**config.mk**
```make
export PLATFORM = sky130hd
export DESIGN_NAME = trk_cell
export DESIGN_NICKNAME = d
export VERILOG_FILES = /design/src/sv/trk_pkg.sv /design/src/sv/trk_cell.sv
export SDC_FILE = /design/constraint.sdc
export NUM_CORES = 1
export LEC_CHECK = 0
export BUFFER_PORTS_ARGS = -buffer_cell sky130_fd_sc_hd__buf_2
export CAP_MARGIN = 20
export CELL_PAD_IN_SITES_DETAIL_PLACEMENT = 2
export CELL_PAD_IN_SITES_GLOBAL_PLACEMENT = 2
export CORE_ASPECT_RATIO = 0.9
export CORE_MARGIN = 1.5
export CORE_UTILIZATION = 29
export DETAILED_ROUTE_END_ITERATION = 7
export PLACE_DENSITY = 0.81
export REMOVE_ABC_BUFFERS = 1
export SLEW_MARGIN = 20
export SYNTH_ARGS = -nofsm -noshare
export SYNTH_HDL_FRONTEND = slang
export SYNTH_SLANG_ARGS = --single-unit
```
**constraint.sdc**
```tcl
create_clock -name clk -period 3.74 [get_ports clk]
set_input_delay 0.374 -clock clk [delete_from_list [all_inputs] [get_ports clk]]
set_output_delay 0.374 -clock clk [all_outputs]
set_load 0.05 [all_outputs]
```
**src/sv/trk_pkg.sv**
```systemverilog
// trk_pkg: constants and types for the top-k frequency ranker
// used by trk_cell and stream_top_k_frequency_ranker, no dependencies
package trk_pkg;

  localparam int LIST_DEPTH = 256;
  localparam int MAX_TOP    = 10;

  localparam int ID_W   = 16;
  localparam int CNT_W  = 16;
  localparam int SLOT_W = 4;
  localparam int TOP_W  = 4;

  localparam logic [CNT_W-1:0] COUNT_MAX = {CNT_W{1'b1}};
  localparam logic [TOP_W-1:0] TOP_RESET = 4'd3;

  localparam int USED_W = $clog2(LIST_DEPTH + 1);
  localparam int WANT_W = $clog2(MAX_TOP + 1);
  localparam int CMP_W  = (USED_W > WANT_W) ? USED_W : WANT_W;
  localparam int TAP    = (MAX_TOP < LIST_DEPTH) ? MAX_TOP : LIST_DEPTH;

  localparam int GROUP_SIZE = 16;
  localparam int NUM_GROUPS = (LIST_DEPTH + GROUP_SIZE - 1) / GROUP_SIZE;

  // broadcast from the sequencer to every cell
  typedef struct packed {
    logic             upd;
    logic             found;
    logic [ID_W-1:0]  qid;
    logic [CNT_W-1:0] c_old;
    logic [CNT_W-1:0] c_new;
  } trk_bcast_t;

  // neighbour link from cell i-1 to cell i
  typedef struct packed {
    logic             valid;
    logic             shift;
    logic [ID_W-1:0]  id;
    logic [CNT_W-1:0] cnt;
  } trk_link_t;

endpackage

```
**src/sv/trk_cell.sv**
```systemverilog
// trk_cell: one slot of the ranked list, holds an id and its count
// depends on trk_pkg; chained by stream_top_k_frequency_ranker
module trk_cell (
  input  logic               clk,
  input  logic               rst,
  input  trk_pkg::trk_bcast_t bc,
  input  trk_pkg::trk_link_t  prev,
  output trk_pkg::trk_link_t  link,
  output logic               hit
);

  logic [trk_pkg::ID_W-1:0]  id;
  logic [trk_pkg::CNT_W-1:0] cnt;
  logic valid, gt_old, lt_new, shift, is_pos, take_prev, take_new;

  always_comb begin
    valid     = (cnt != '0);
    hit       = valid && (id == bc.qid);
    gt_old    = (cnt > bc.c_old) || ((cnt == bc.c_old) && (id < bc.qid));
    lt_new    = (cnt < bc.c_new) || ((cnt == bc.c_new) && (id > bc.qid));
    shift     = valid && gt_old && lt_new;
    is_pos    = bc.found ? hit : (!valid && prev.valid);
    take_prev = prev.shift && (shift || is_pos);
    take_new  = !prev.shift && (shift || is_pos);
    link.valid = valid;
    link.shift = shift;
    link.id    = id;
    link.cnt   = cnt;
  end

  always_ff @(posedge clk) begin
    if (rst) begin
      cnt <= '0;
    end else if (bc.upd) begin
      if (take_prev) begin
        cnt <= prev.cnt;
      end else if (take_new) begin
        cnt <= bc.c_new;
      end
    end
  end

  always_ff @(posedge clk) begin
    if (bc.upd) begin
      if (take_prev) begin
        id <= prev.id;
      end else if (take_new) begin
        id <= bc.qid;
      end
    end
  end

endmodule
```
# ---- Word level (Yosys, flattened, before mapping)
# Index checks and enable logic that the tools add are counted.
dict set report totals {
  regBits 32
  latch_bits 0
  mem_bits_rw 0
  mem_bits_ro 0
  inputBits 86
  output_inout_bits 35
  wordCells 30
  n_memories 0
}
dict set report classes {
  add_sub_neg 0
  multipliers 0
  n_div 0
  n_lt_le_gt_ge 4
  n_eq_ne 3
  n_shift 0
  muxes 5
  bitwise 0
  reduce_logical 16
}
# op count
set op_table {}
lappend op_table {{16-bit two-way mux} 4}
lappend op_table {{16-bit == test} 3}
lappend op_table {{16-bit greater-than comparator} 2}
lappend op_table {{16-bit < comparator} 2}
lappend op_table {{16-bit nonzero test} 1}
lappend op_table {{1-bit logical AND} 8}
lappend op_table {{1-bit logical OR} 3}
lappend op_table {{1-bit zero test} 2}
lappend op_table {{2-bit AND reduction} 1}
lappend op_table {{2-bit nonzero test} 1}
lappend op_table {{1-bit two-way mux} 1}

# ---- Longest topological paths before layout
# Gate-level depths: netlist of the first run.
dict set report logic_depth {
  word_depth 9
  depth_mapped 11
  ltp_nobuf 9
}

# ---- Least setup slack after synthesis of the first run
# OpenSTA, ideal clock, no wires.
dict set report synth_path {
  path_kind {register to register}
  startpoint {register id[15] (netlist bit)}
  endpoint {register id[0] (netlist bit), enable pin}
  setup_ns 0.373
  arrival_ns 3.117
  required_ns 3.367
  slack_ns 0.250
  stages_incl_launch_ff 9
  path_buffers 2
  synth_period_minus_slack_ns 3.490
  cell_sequence {edfxtp_1 -> ha_1 -> nand4_1 -> nor4_2 -> and3_1 -> a21o_1 -> buf_2 -> clkbuf_1 -> o21a_1}
}
dict set report synth_between {
  elab_cells_between_ends 16
  cone_classes {2 x order compare; 1 x eq/ne; 1 x mux; 12 x reduce/logical}
}
# element line_no
set synth_lines {}
lappend synth_lines {{start, declared} trk_cell.sv:12} ;# logic [trk_pkg::ID_W-1:0] id;
lappend synth_lines {{start signal, assigned} trk_cell.sv:46} ;# id <= prev.id;
lappend synth_lines {{start signal, assigned} trk_cell.sv:48} ;# id <= bc.qid;
lappend synth_lines {{16-bit == test (*)} trk_cell.sv:18} ;# hit = valid && (id == bc.qid);
lappend synth_lines {{1-bit logical AND (*)} trk_cell.sv:18}
lappend synth_lines {{net hit} trk_cell.sv:9} ;# output logic hit
lappend synth_lines {{1-bit two-way mux (*)} trk_cell.sv:22} ;# is_pos = bc.found ? hit : (!valid && prev.valid);
lappend synth_lines {{1-bit logical OR (*)} {trk_cell.sv:23, trk_cell.sv:24}}
lappend synth_lines {{1-bit logical AND, on equally long branches} {trk_cell.sv:23, trk_cell.sv:24}}
lappend synth_lines {{2-bit nonzero test (no line) (*)} n/a}
lappend synth_lines {{2-bit AND reduction (no line) (*)} n/a}
# Mark *: on every way through the listed nets, which the timed path passes. The rest lies on a longest branch.
# A chain may end at the register's enable or synchronous reset.

==> summary.txt, run 1 <==
Routing
  • Drc violations: 0
  • Drt wl/cell: 19.2 microns
  • Detail Route Antenna Nets: 0
  • Vias per inst: 5.47
  • Iter 0 DRT Violations: 129
  • WL final: 13,500 microns
  • Via count: 3,862
  • Pre-Repair DR Iteration Count: 4

Floorplan
  • DIE HEIGHT: 109 microns
  • # rows: 38
  • Die ar.: 13,000 sq um
  • Core ar.: 12,100 sq um
  • Initial Utilization: 29.7%
  • I/O Pins: 121
  • Die W: 120 microns

Critical path
  • Reg2reg end: id[13]
  • CP endpoint: link[32]
  • Crit Path Max Fanout: 16
  • Crit path launch type: flop
  • R2R Setup Slk: 0.51 ns
  • R2R cell count: 9
  • Critical R2R Launch: id[14]
  • Arrival time at the worst endpoint: 3.07 ns
  • CP Capture Type: output port
  • Critical path class: flop to output port
  • CP startpoint: id[14]
  • Critical Path RT: 3.37 ns

Place
  • Post-DP HPWL: 10,300 microns
  • PortBufs: 120
  • Placed cell count: 698
  • GP Congestion: 0.773

Cells and area
  • Nets: 679
  • Area Overhead vs Synth: 23.1%
  • Most frequent cells in the layout: buf_2 (120), inv_1 (50), ha_1 (48)
  • Share of cells above drive strength 1: 27.3%
  • Final Core Density: 36.6%
  • Final Non-Filler Cells: 706
  • Antenna Cells: 0
  • Fillcell total: 1,443
  • Most common cell after layout, fill and taps aside: buf_2

Clocking
  • TritonCTS buffer count: 5
  • Root Buffer: clkbuf_16
  • Post-CTS resize count: 0
  • Post-CTS setup buffer count: 0
  • Clock Latency Late Sink: 0.28 ns
  • # H-tree levels: 2
  • CTS Hold Buffers Added: 0
  • Clk sink count: 32
  • CTS tree: yes
  • Deepest clock path buffer count: 2
  • Reg clk slew, reported paths: 0.06 ns

Global route
  • Largest net degree at the start of global routing: 65
  • Overflow after GRT: 0
  • Global-route wire length before repair: 21,900 microns
  • Vias in the first global route: 4,265
  • Tot GR Track Use: 21.0%
  • Initial antenna violation count: 0

STA
  • Tightest Pin Transition: 0.778 ns
  • Slew HR: 48.1%
  • Final setup violation count: 0
  • RSZ-0062 raised after global routing: false
  • Crit share post-route: 92.0%
  • Fin. Hold Viols: 0
  • Fmax: 291 MHz
  • Skew final: 0.00696 ns
  • Crit path time final: 3.44 ns
  • Max Transition Viols Final: 0

Yosys
  • Yosys reg bits: 32
  • Post-synth ARST share: 0%
  • Synth Instances: 446
  • EDFF count, synth: 16
  • Cell variety after synth: 44
  • Post-Syn Area per Cell: 8.04 sq um
  • Synth Cell Area: 3590 sq um
  • Sequential area share after synthesis: 22.3%
  • Syn. warnings: 0
  • Top_reg_cell synth: edfxtp_1

Power and ir drop
  • P_leak: 2.10 nW
  • Max rail drop VDD: 0.000311 V
  • Pwr dens: 460 nW/um^2

Run status
  • Status: finished, final reports clean

Flow run
  • Max-cap viol count: 0

Min path
  • Worst hold path class: primary input to flop
worst min path at each step:
stage	start	endpoint	slack, ns	cells after the start
after floorplan	rst	cnt[0]	0.56	2
after global placement	cnt[13]	cnt[13]	0.69	3
final	prev[24]	id[8]	0.43	3
after CTS	prev[24]	id[8]	0.43	3
after global routing	prev[24]	id[8]	0.45	3
after detailed placement	cnt[10]	cnt[10]	0.70	3
final cells by class:
class / count / area [sq um] / share of cell area [%]
flip-flops and latches: 32 / 801 / 18.1
well taps: 160 / 200 / 4.53
inverters: 50 / 188 / 4.25
clock inverters: 2 / 7.51 / 0.170
multi-input cells: 330 / 2430 / 55.1
repair buffers: 126 / 658 / 14.9
clock buffers: 6 / 129 / 2.92
per-stage QoR:
stage	hold WS (ns)	area (sq um)	worst slack (ns)	total power [W]	TNS, ns
after floorplan	0.563	3420	-0.390	0.00123	-6.31
after global placement	0.691	4280	0.535	0.00159	0
after detailed placement	0.705	4280	0.411	0.00164	0
after CTS	0.432	4420	0.298	0.00204	0
after global routing	0.449	4420	0.159	0.00215	0
final	0.434	4420	0.300	0.00203	0
registers in the layout (all words and copies together), names as in the netlist:
register and cells:
id 16, cnt 16
synthesized netlist by cell type (14+ instances only):
library cell	n	area [sq um]
nand3_1	36	180
nand2_1	14	52.6
mux2i_1	16	160
ha_1	48	601
nand4_1	22	138
inv_1	50	188
edfxtp_1	16	480
a21oi_1	33	165
clkbuf_1	21	78.8
nor3b_1	31	233
dfxtp_1	16	320
a31oi_1	17	106
nor2_1	37	139
per-layer routing:
metal,part of all wire [%],GRT usage [%],vias to the layer above
li1,-,-,1847
met1,44,25.6,1922
met2,52,39.6,81
met3,3.1,2.43,12
met4,1.3,4.45,0
met5,0,0,-
critical path, cell delays in order (launching register included):
cell,delay [ns]
edfxtp_1,0.42
ha_1,0.31
nand4_1,0.20
nor2_1,0.10
a2111oi_2,0.58
a311o_1,0.38
o211ai_4,0.25
nor2_8,0.23
buf_2,0.30
power by group:
group / internal (W) / switching, W
sequential: 0.000434 / 0.0000594
clock: 0.000243 / 0.000157
combinational: 0.000317 / 0.000821
total: 0.000993 / 0.00104
kinds of logic after synthesis:
kind of cell | share of synthesized area, %
simple gates | 25.7
buf+inv | 9.87
compound gates | 20.9
mux | 4.46
fa+ha+maj | 16.7
flops | 22.3
Power figures use the tool's default switching activity.
==> run 2: changes to the inputs <==
--- a/config.mk
+++ b/config.mk
@@ -9,7 +9,6 @@
 export CAP_MARGIN = 20
 export CELL_PAD_IN_SITES_DETAIL_PLACEMENT = 2
 export CELL_PAD_IN_SITES_GLOBAL_PLACEMENT = 2
-export CORE_ASPECT_RATIO = 0.9
 export CORE_MARGIN = 1.5
 export CORE_UTILIZATION = 29
 export DETAILED_ROUTE_END_ITERATION = 7
==> run 2 against run 1 <==
Net effect: setup slack better by 0.0012 ns; die area about the same; sequential power barely moved; maximum frequency barely moved; first-iteration DRC count rose by 28%; critical endpoint unchanged; non-clock buffer count is 4 higher; hold slack improved by 0.0013 ns; final cell count grew 1.7%; critical path depth did not move; via count about the same; design area up 1.5%.
==> summary.txt, run 2 (synthesis results as in run 1) <==
Clocking
  • Clock Latency Late Sink: 0.28 ns
  • Clk sink count: 32
  • Deepest clock path buffer count: 2
  • Root Buffer: clkbuf_16
  • Post-CTS resize count: 0
  • Post-CTS setup buffer count: 0
  • # H-tree levels: 2
  • CTS Hold Buffers Added: 0
  • CTS tree: yes
  • TritonCTS buffer count: 5
  • Reg clk slew, reported paths: 0.06 ns

Cells and area
  • Share of cells above drive strength 1: 28.2%
  • Area Overhead vs Synth: 25.0%
  • Nets: 683
  • Finished layout cell area: 4480 sq um
  • Antenna Cells: 0
  • Largest registers: cnt x16, id x16
  • Final Non-Filler Cells: 718
  • Most common cell after layout, fill and taps aside: buf_2
  • Most frequent cells in the layout: buf_2 (120), inv_1 (50), ha_1 (48)

Critical path
  • Crit path max-delay family: compound AO/OA/AOI/OAI gates
  • Crit path launch type: flop
  • Crit path max-delay cell type: a2111oi_2
  • Critical R2R Launch: id[5]
  • R2R Setup Slk: 0.52 ns
  • R2R cell count: 9
  • Arrival time at the worst endpoint: 3.06 ns
  • Critical path class: flop to output port
  • Crit Path Max Fanout: 16
  • Critical Path RT: 3.37 ns
  • CP bufs+invs: 1
  • CP Capture Type: output port
  • Worst-path cell chain: ha_1 > a21oi_1 > o21ai_1 > a2111oi_2 > a311o_1 > o211ai_4 > nor2_8 > buf_2
  • Reg2reg end: id[3]
  • Levels on crit path: 8
  • Crit-path max cell delay: 0.60 ns

Floorplan
  • Initial Utilization: 29.7%
  • Die ar.: 13,000 sq um
  • Die W: 114 microns
  • I/O Pins: 121
  • Core ar.: 12,100 sq um
  • DIE HEIGHT: 114 microns
  • # rows: 40

STA
  • Worst hold slack: 0.436 ns
  • RSZ-0062 raised after global routing: false
  • Final setup violation count: 0
  • Skew final: 0.00360 ns
  • Crit share post-route: 91.9%
  • Fmax: 291 MHz
  • Setup TNS: 0 ns
  • Slew HR: 36.3%
  • Crit path time final: 3.44 ns
  • Max Transition Viols Final: 0
  • Fin. Hold Viols: 0
  • Tightest Pin Transition: 0.955 ns

Flow run
  • Max-cap viol count: 0

Routing
  • WL final: 14,000 microns
  • Drt wl/cell: 19.5 microns
  • Iter 0 DRT Violations: 165
  • Detail Route Antenna Nets: 0
  • Drc violations: 0
  • Pre-Repair DR Iteration Count: 4
  • Via count: 3,863
  • Vias per inst: 5.38

Place
  • PortBufs: 120
  • Placed cell count: 710
  • GP Congestion: 0.797
  • Post-DP HPWL: 10,800 microns
  • Placed inst area: 4320 sq um

Min path
  • Min-delay src: prev[20]
  • WHS Endpoint: id[4]
  • Worst hold path class: primary input to flop
  • Hold path depth: 3

Power and ir drop
  • Comb power frac: 54.5%
  • Sequential group share of total power: 23.1%
  • Net switching power: 0.00105 W
  • Switching part of the total: 49.4%
  • P_leak: 2.14 nW
  • Pint: 0.00107 W
  • Clock Power Share: 22.4%
  • Max rail drop VDD: 0.000181 V
  • Power Total: 0.00212 W
  • Pwr dens: 473 nW/um^2

Global route
  • Largest net degree at the start of global routing: 41
  • Vias in the first global route: 4,296
  • Initial antenna violation count: 0
  • Overflow after GRT: 0
  • Global-route wire length before repair: 22,200 microns
  • Tot GR Track Use: 21.8%

Run status
  • Status: finished, final reports clean
[run 2: worst max-delay path by stage]
stage          startpoint  endpoint  slack, ns
3_5_place_dp       bc[37]     id[1]       0.41
4_1_cts             id[5]  link[32]       0.23
2_1_floorplan      id[15]     id[0]      -0.39
3_3_place_gp       bc[46]     id[6]       0.54
6_report            id[5]  link[32]       0.30
5_1_grt             id[5]  link[32]       0.06
[run 2: metrics by stage]
step	util, %	worst slack, ns
floorplan	-	-0.390
global placement	35.8	0.536
detailed placement	35.8	0.407
CTS	37.2	0.234
global route	37.2	0.0633
finish	37.2	0.301
[run 2: final cells by class]
cell class | count | area [sq um]
timing repair buffer | 130 | 688
sequential | 32 | 801
fill | 1431 | 7580
clock buffer | 6 | 129
tap | 168 | 210
multi-input combinational | 330 | 2430
clock inverter | 2 | 35.0
inverter | 50 | 188
[run 2: tightest hold or removal path, delay by kind of cell]
| family | cells | cell delay [ns] |
|---|---|---|
| compound gates | 2 | 0.14 |
| buf+inv | 1 | 0.09 |
[run 2: layer usage]
metal	GRT usage, %	part of all wire [%]	vias to the layer above
li1	-	-	1865
met4	6.75	2.1	0
met3	2.59	3.3	22
met1	25.4	43	1888
met5	0	0	-
met2	41.4	52	88
[run 2: power groups by stage]
stage	clock network, W	registers (W)	logic [W]
3_5_place_dp	0	0.000497	0.00115
3_3_place_gp	0	0.000495	0.00111
5_1_grt	0.000495	0.000495	0.00125
4_1_cts	0.000481	0.000490	0.00116
2_1_floorplan	0	0.000631	0.000595
6_report	0.000475	0.000490	0.00116
==> run 3: changes to the inputs <==
--- a/config.mk
+++ b/config.mk
@@ -5,14 +5,16 @@
 export SDC_FILE = /design/constraint.sdc
 export NUM_CORES = 1
 export LEC_CHECK = 0
-export BUFFER_PORTS_ARGS = -buffer_cell sky130_fd_sc_hd__buf_2
 export CAP_MARGIN = 20
 export CELL_PAD_IN_SITES_DETAIL_PLACEMENT = 2
 export CELL_PAD_IN_SITES_GLOBAL_PLACEMENT = 2
 export CORE_MARGIN = 1.5
-export CORE_UTILIZATION = 29
+export CORE_UTILIZATION = 36
 export DETAILED_ROUTE_END_ITERATION = 7
-export PLACE_DENSITY = 0.81
+export DONT_BUFFER_PORTS = 1
+export GPL_ROUTABILITY_DRIVEN = 1
+export PLACE_DENSITY = 0.79
+export RECOVER_POWER = 100
 export REMOVE_ABC_BUFFERS = 1
 export SLEW_MARGIN = 20
 export SYNTH_ARGS = -nofsm -noshare
==> run 3 against run 2 <==
Net effect: maximum frequency down 2.8%; register-to-register slack got worse by 0.32 ns; sequential power increased by 7.8%; global-route usage grew 1.9 points; final cell count fell by 19%; clock power shrank 44%; clock skew rose by 0.0054 ns; setup slack got worse by 0.10 ns; highest routed layer unchanged.
==> summary.txt, run 3 (synthesis results as in run 1) <==
Run status
  • Status: finished, final reports clean

Clocking
  • Post-CTS setup buffer count: 0
  • Clock Latency Late Sink: 0.29 ns
  • Clk sink count: 32
  • Reg clk slew, reported paths: 0.08 ns
  • # H-tree levels: 2
  • TritonCTS buffer count: 5
  • CTS Hold Buffers Added: 0
  • Deepest clock path buffer count: 2
  • Root Buffer: clkbuf_8
  • CTS tree: yes
  • Post-CTS resize count: 0

Critical path
  • Crit path max-delay cell type: a21o_1
  • Critical Path RT: 3.81 ns
  • Crit path launch type: flop
  • R2R cell count: 8
  • Levels on crit path: 8
  • Worst-path cell chain: clkbuf_1 > nor4_1 > nand4_1 > nor3b_1 > a21o_1 > buf_6 > a31oi_1 > o311ai_0
  • CP bufs+invs: 2
  • Reg2reg end: id[10]
  • CP endpoint: id[10]
  • Crit-path max cell delay: 0.65 ns
  • Critical path class: flop to flop
  • CP startpoint: cnt[8]
  • Crit Path Max Fanout: 42
  • Arrival time at the worst endpoint: 3.61 ns
  • R2R Setup Slk: 0.20 ns
  • CP Capture Type: flop
  • Crit path max-delay family: simple AND/OR/NAND/NOR gates
  • Critical R2R Launch: cnt[8]

STA
  • Skew final: 0.00905 ns
  • Fin. Hold Viols: 0
  • Crit share post-route: 94.6%
  • Final setup violation count: 0
  • Crit path time final: 3.54 ns
  • Max Transition Viols Final: 0
  • Fmax: 283 MHz
  • Worst hold slack: 0.287 ns
  • Slew HR: 45.7%
  • Tightest Pin Transition: 0.814 ns
  • RSZ-0062 raised after global routing: false
  • Setup TNS: 0 ns

Floorplan
  • # rows: 36
  • Die ar.: 10,600 sq um
  • Die W: 103 microns
  • Initial Utilization: 36.9%
  • I/O Pins: 121
  • DIE HEIGHT: 103 microns
  • Core ar.: 9730 sq um

Global route
  • Vias in the first global route: 3,730
  • Initial antenna violation count: 0
  • Tot GR Track Use: 23.7%
  • Overflow after GRT: 0
  • Largest net degree at the start of global routing: 65
  • Global-route wire length before repair: 19,100 microns

Place
  • Placed inst area: 3830 sq um
  • PortBufs: 0
  • GP Congestion: 0.852
  • Placed cell count: 576
  • Post-DP HPWL: 9520 microns

Power and ir drop
  • Switching part of the total: 54.1%
  • Pint: 0.000810 W
  • Sequential group share of total power: 29.9%
  • Pwr dens: 469 nW/um^2
  • Clock Power Share: 15.2%
  • Net switching power: 0.000954 W
  • P_leak: 1.60 nW
  • Max rail drop VDD: 0.000205 V
  • Comb power frac: 54.9%

Routing
  • Vias per inst: 5.97
  • Met1 WL: 5330 microns
  • Drt wl/cell: 21.2 microns
  • Pre-Repair DR Iteration Count: 4
  • Drc violations: 0
  • Highest routed layer: met4
  • Metal3 WL: 435 microns
  • Iter 0 DRT Violations: 117
  • Detail Route Antenna Nets: 0
  • WL final: 12,400 microns
  • Via count: 3,481
  • DR WL met2: 6520 microns

Cells and area
  • Antenna Cells: 0
  • Most frequent cells in the layout: inv_1 (50), ha_1 (48), nor2_1 (37)
  • Area Overhead vs Synth: 4.78%
  • Share of cells above drive strength 1: 5.11%
  • Nets: 584
  • Finished layout cell area: 3760 sq um
  • Final Non-Filler Cells: 583
  • Largest registers: cnt x16, id x16
  • Most common cell after layout, fill and taps aside: inv_1

Flow run
  • Max-cap viol count: 0

Min path
  • Worst hold path class: primary input to flop
  • Hold path depth: 3
## run 3: cell count changes in the layout (fill, tap and decap cells not counted), moves of 7 or more
cell | previous run | this run
buf_2 | 120 | 0
clkbuf_1 | 1 | 22
o21ai_0 | 10 | 18
o21ai_1 | 12 | 4
o311ai_0 | 0 | 13
o311ai_2 | 8 | 1
## run 3: worst min path at each step
stage,from,endpoint,slack (ns)
CTS,rst,cnt[14],0.29
detailed placement,rst,cnt[14],0.59
global placement,rst,cnt[0],0.59
floorplan,rst,cnt[0],0.56
finish,rst,cnt[14],0.29
global route,rst,cnt[0],0.31
## run 3: stage by stage
step                power (W)  utilization (%)  setup WS (ns)
detailed placement    0.00158             39.4          0.472
CTS                   0.00185             40.2          0.230
global route          0.00187             38.6         0.0593
floorplan             0.00123                -         -0.390
finish                0.00176             38.6          0.201
global placement      0.00155             39.4          0.589
## run 3: worst reg2reg max path: stages (launching register included)
cell      delay (ns)
dfxtp_1         0.36
clkbuf_1        0.36
nor4_1          0.54
nand4_1         0.43
nor3b_1         0.31
a21o_1          0.65
buf_6           0.40
a31oi_1         0.16
o311ai_0        0.12
## run 3: layout make-up
cell class              instances  area [sq um]
well taps                     133           166
fillers                      1176          5970
flip-flops and latches         32           801
multi-input cells             330          2370
repair buffers                 31           154
clock buffers                   5          68.8
inverters                      50           188
clock inverters                 2          7.51
## run 3: power by group through the flow
stage	sequential [W]	combinational [W]	clock (W)
floorplan	0.000631	0.000595	0
global placement	0.000533	0.00102	0
detailed placement	0.000537	0.00104	0
CTS	0.000529	0.00105	0.000274
global route	0.000534	0.00105	0.000283
finish	0.000528	0.000968	0.000268
## run 3: per-layer routing
metal	up-vias	track usage [%]
met5	-	0
met4	0	4.57
met3	7	3.12
met2	70	43.7
met1	1745	29.5
li1	1659	-
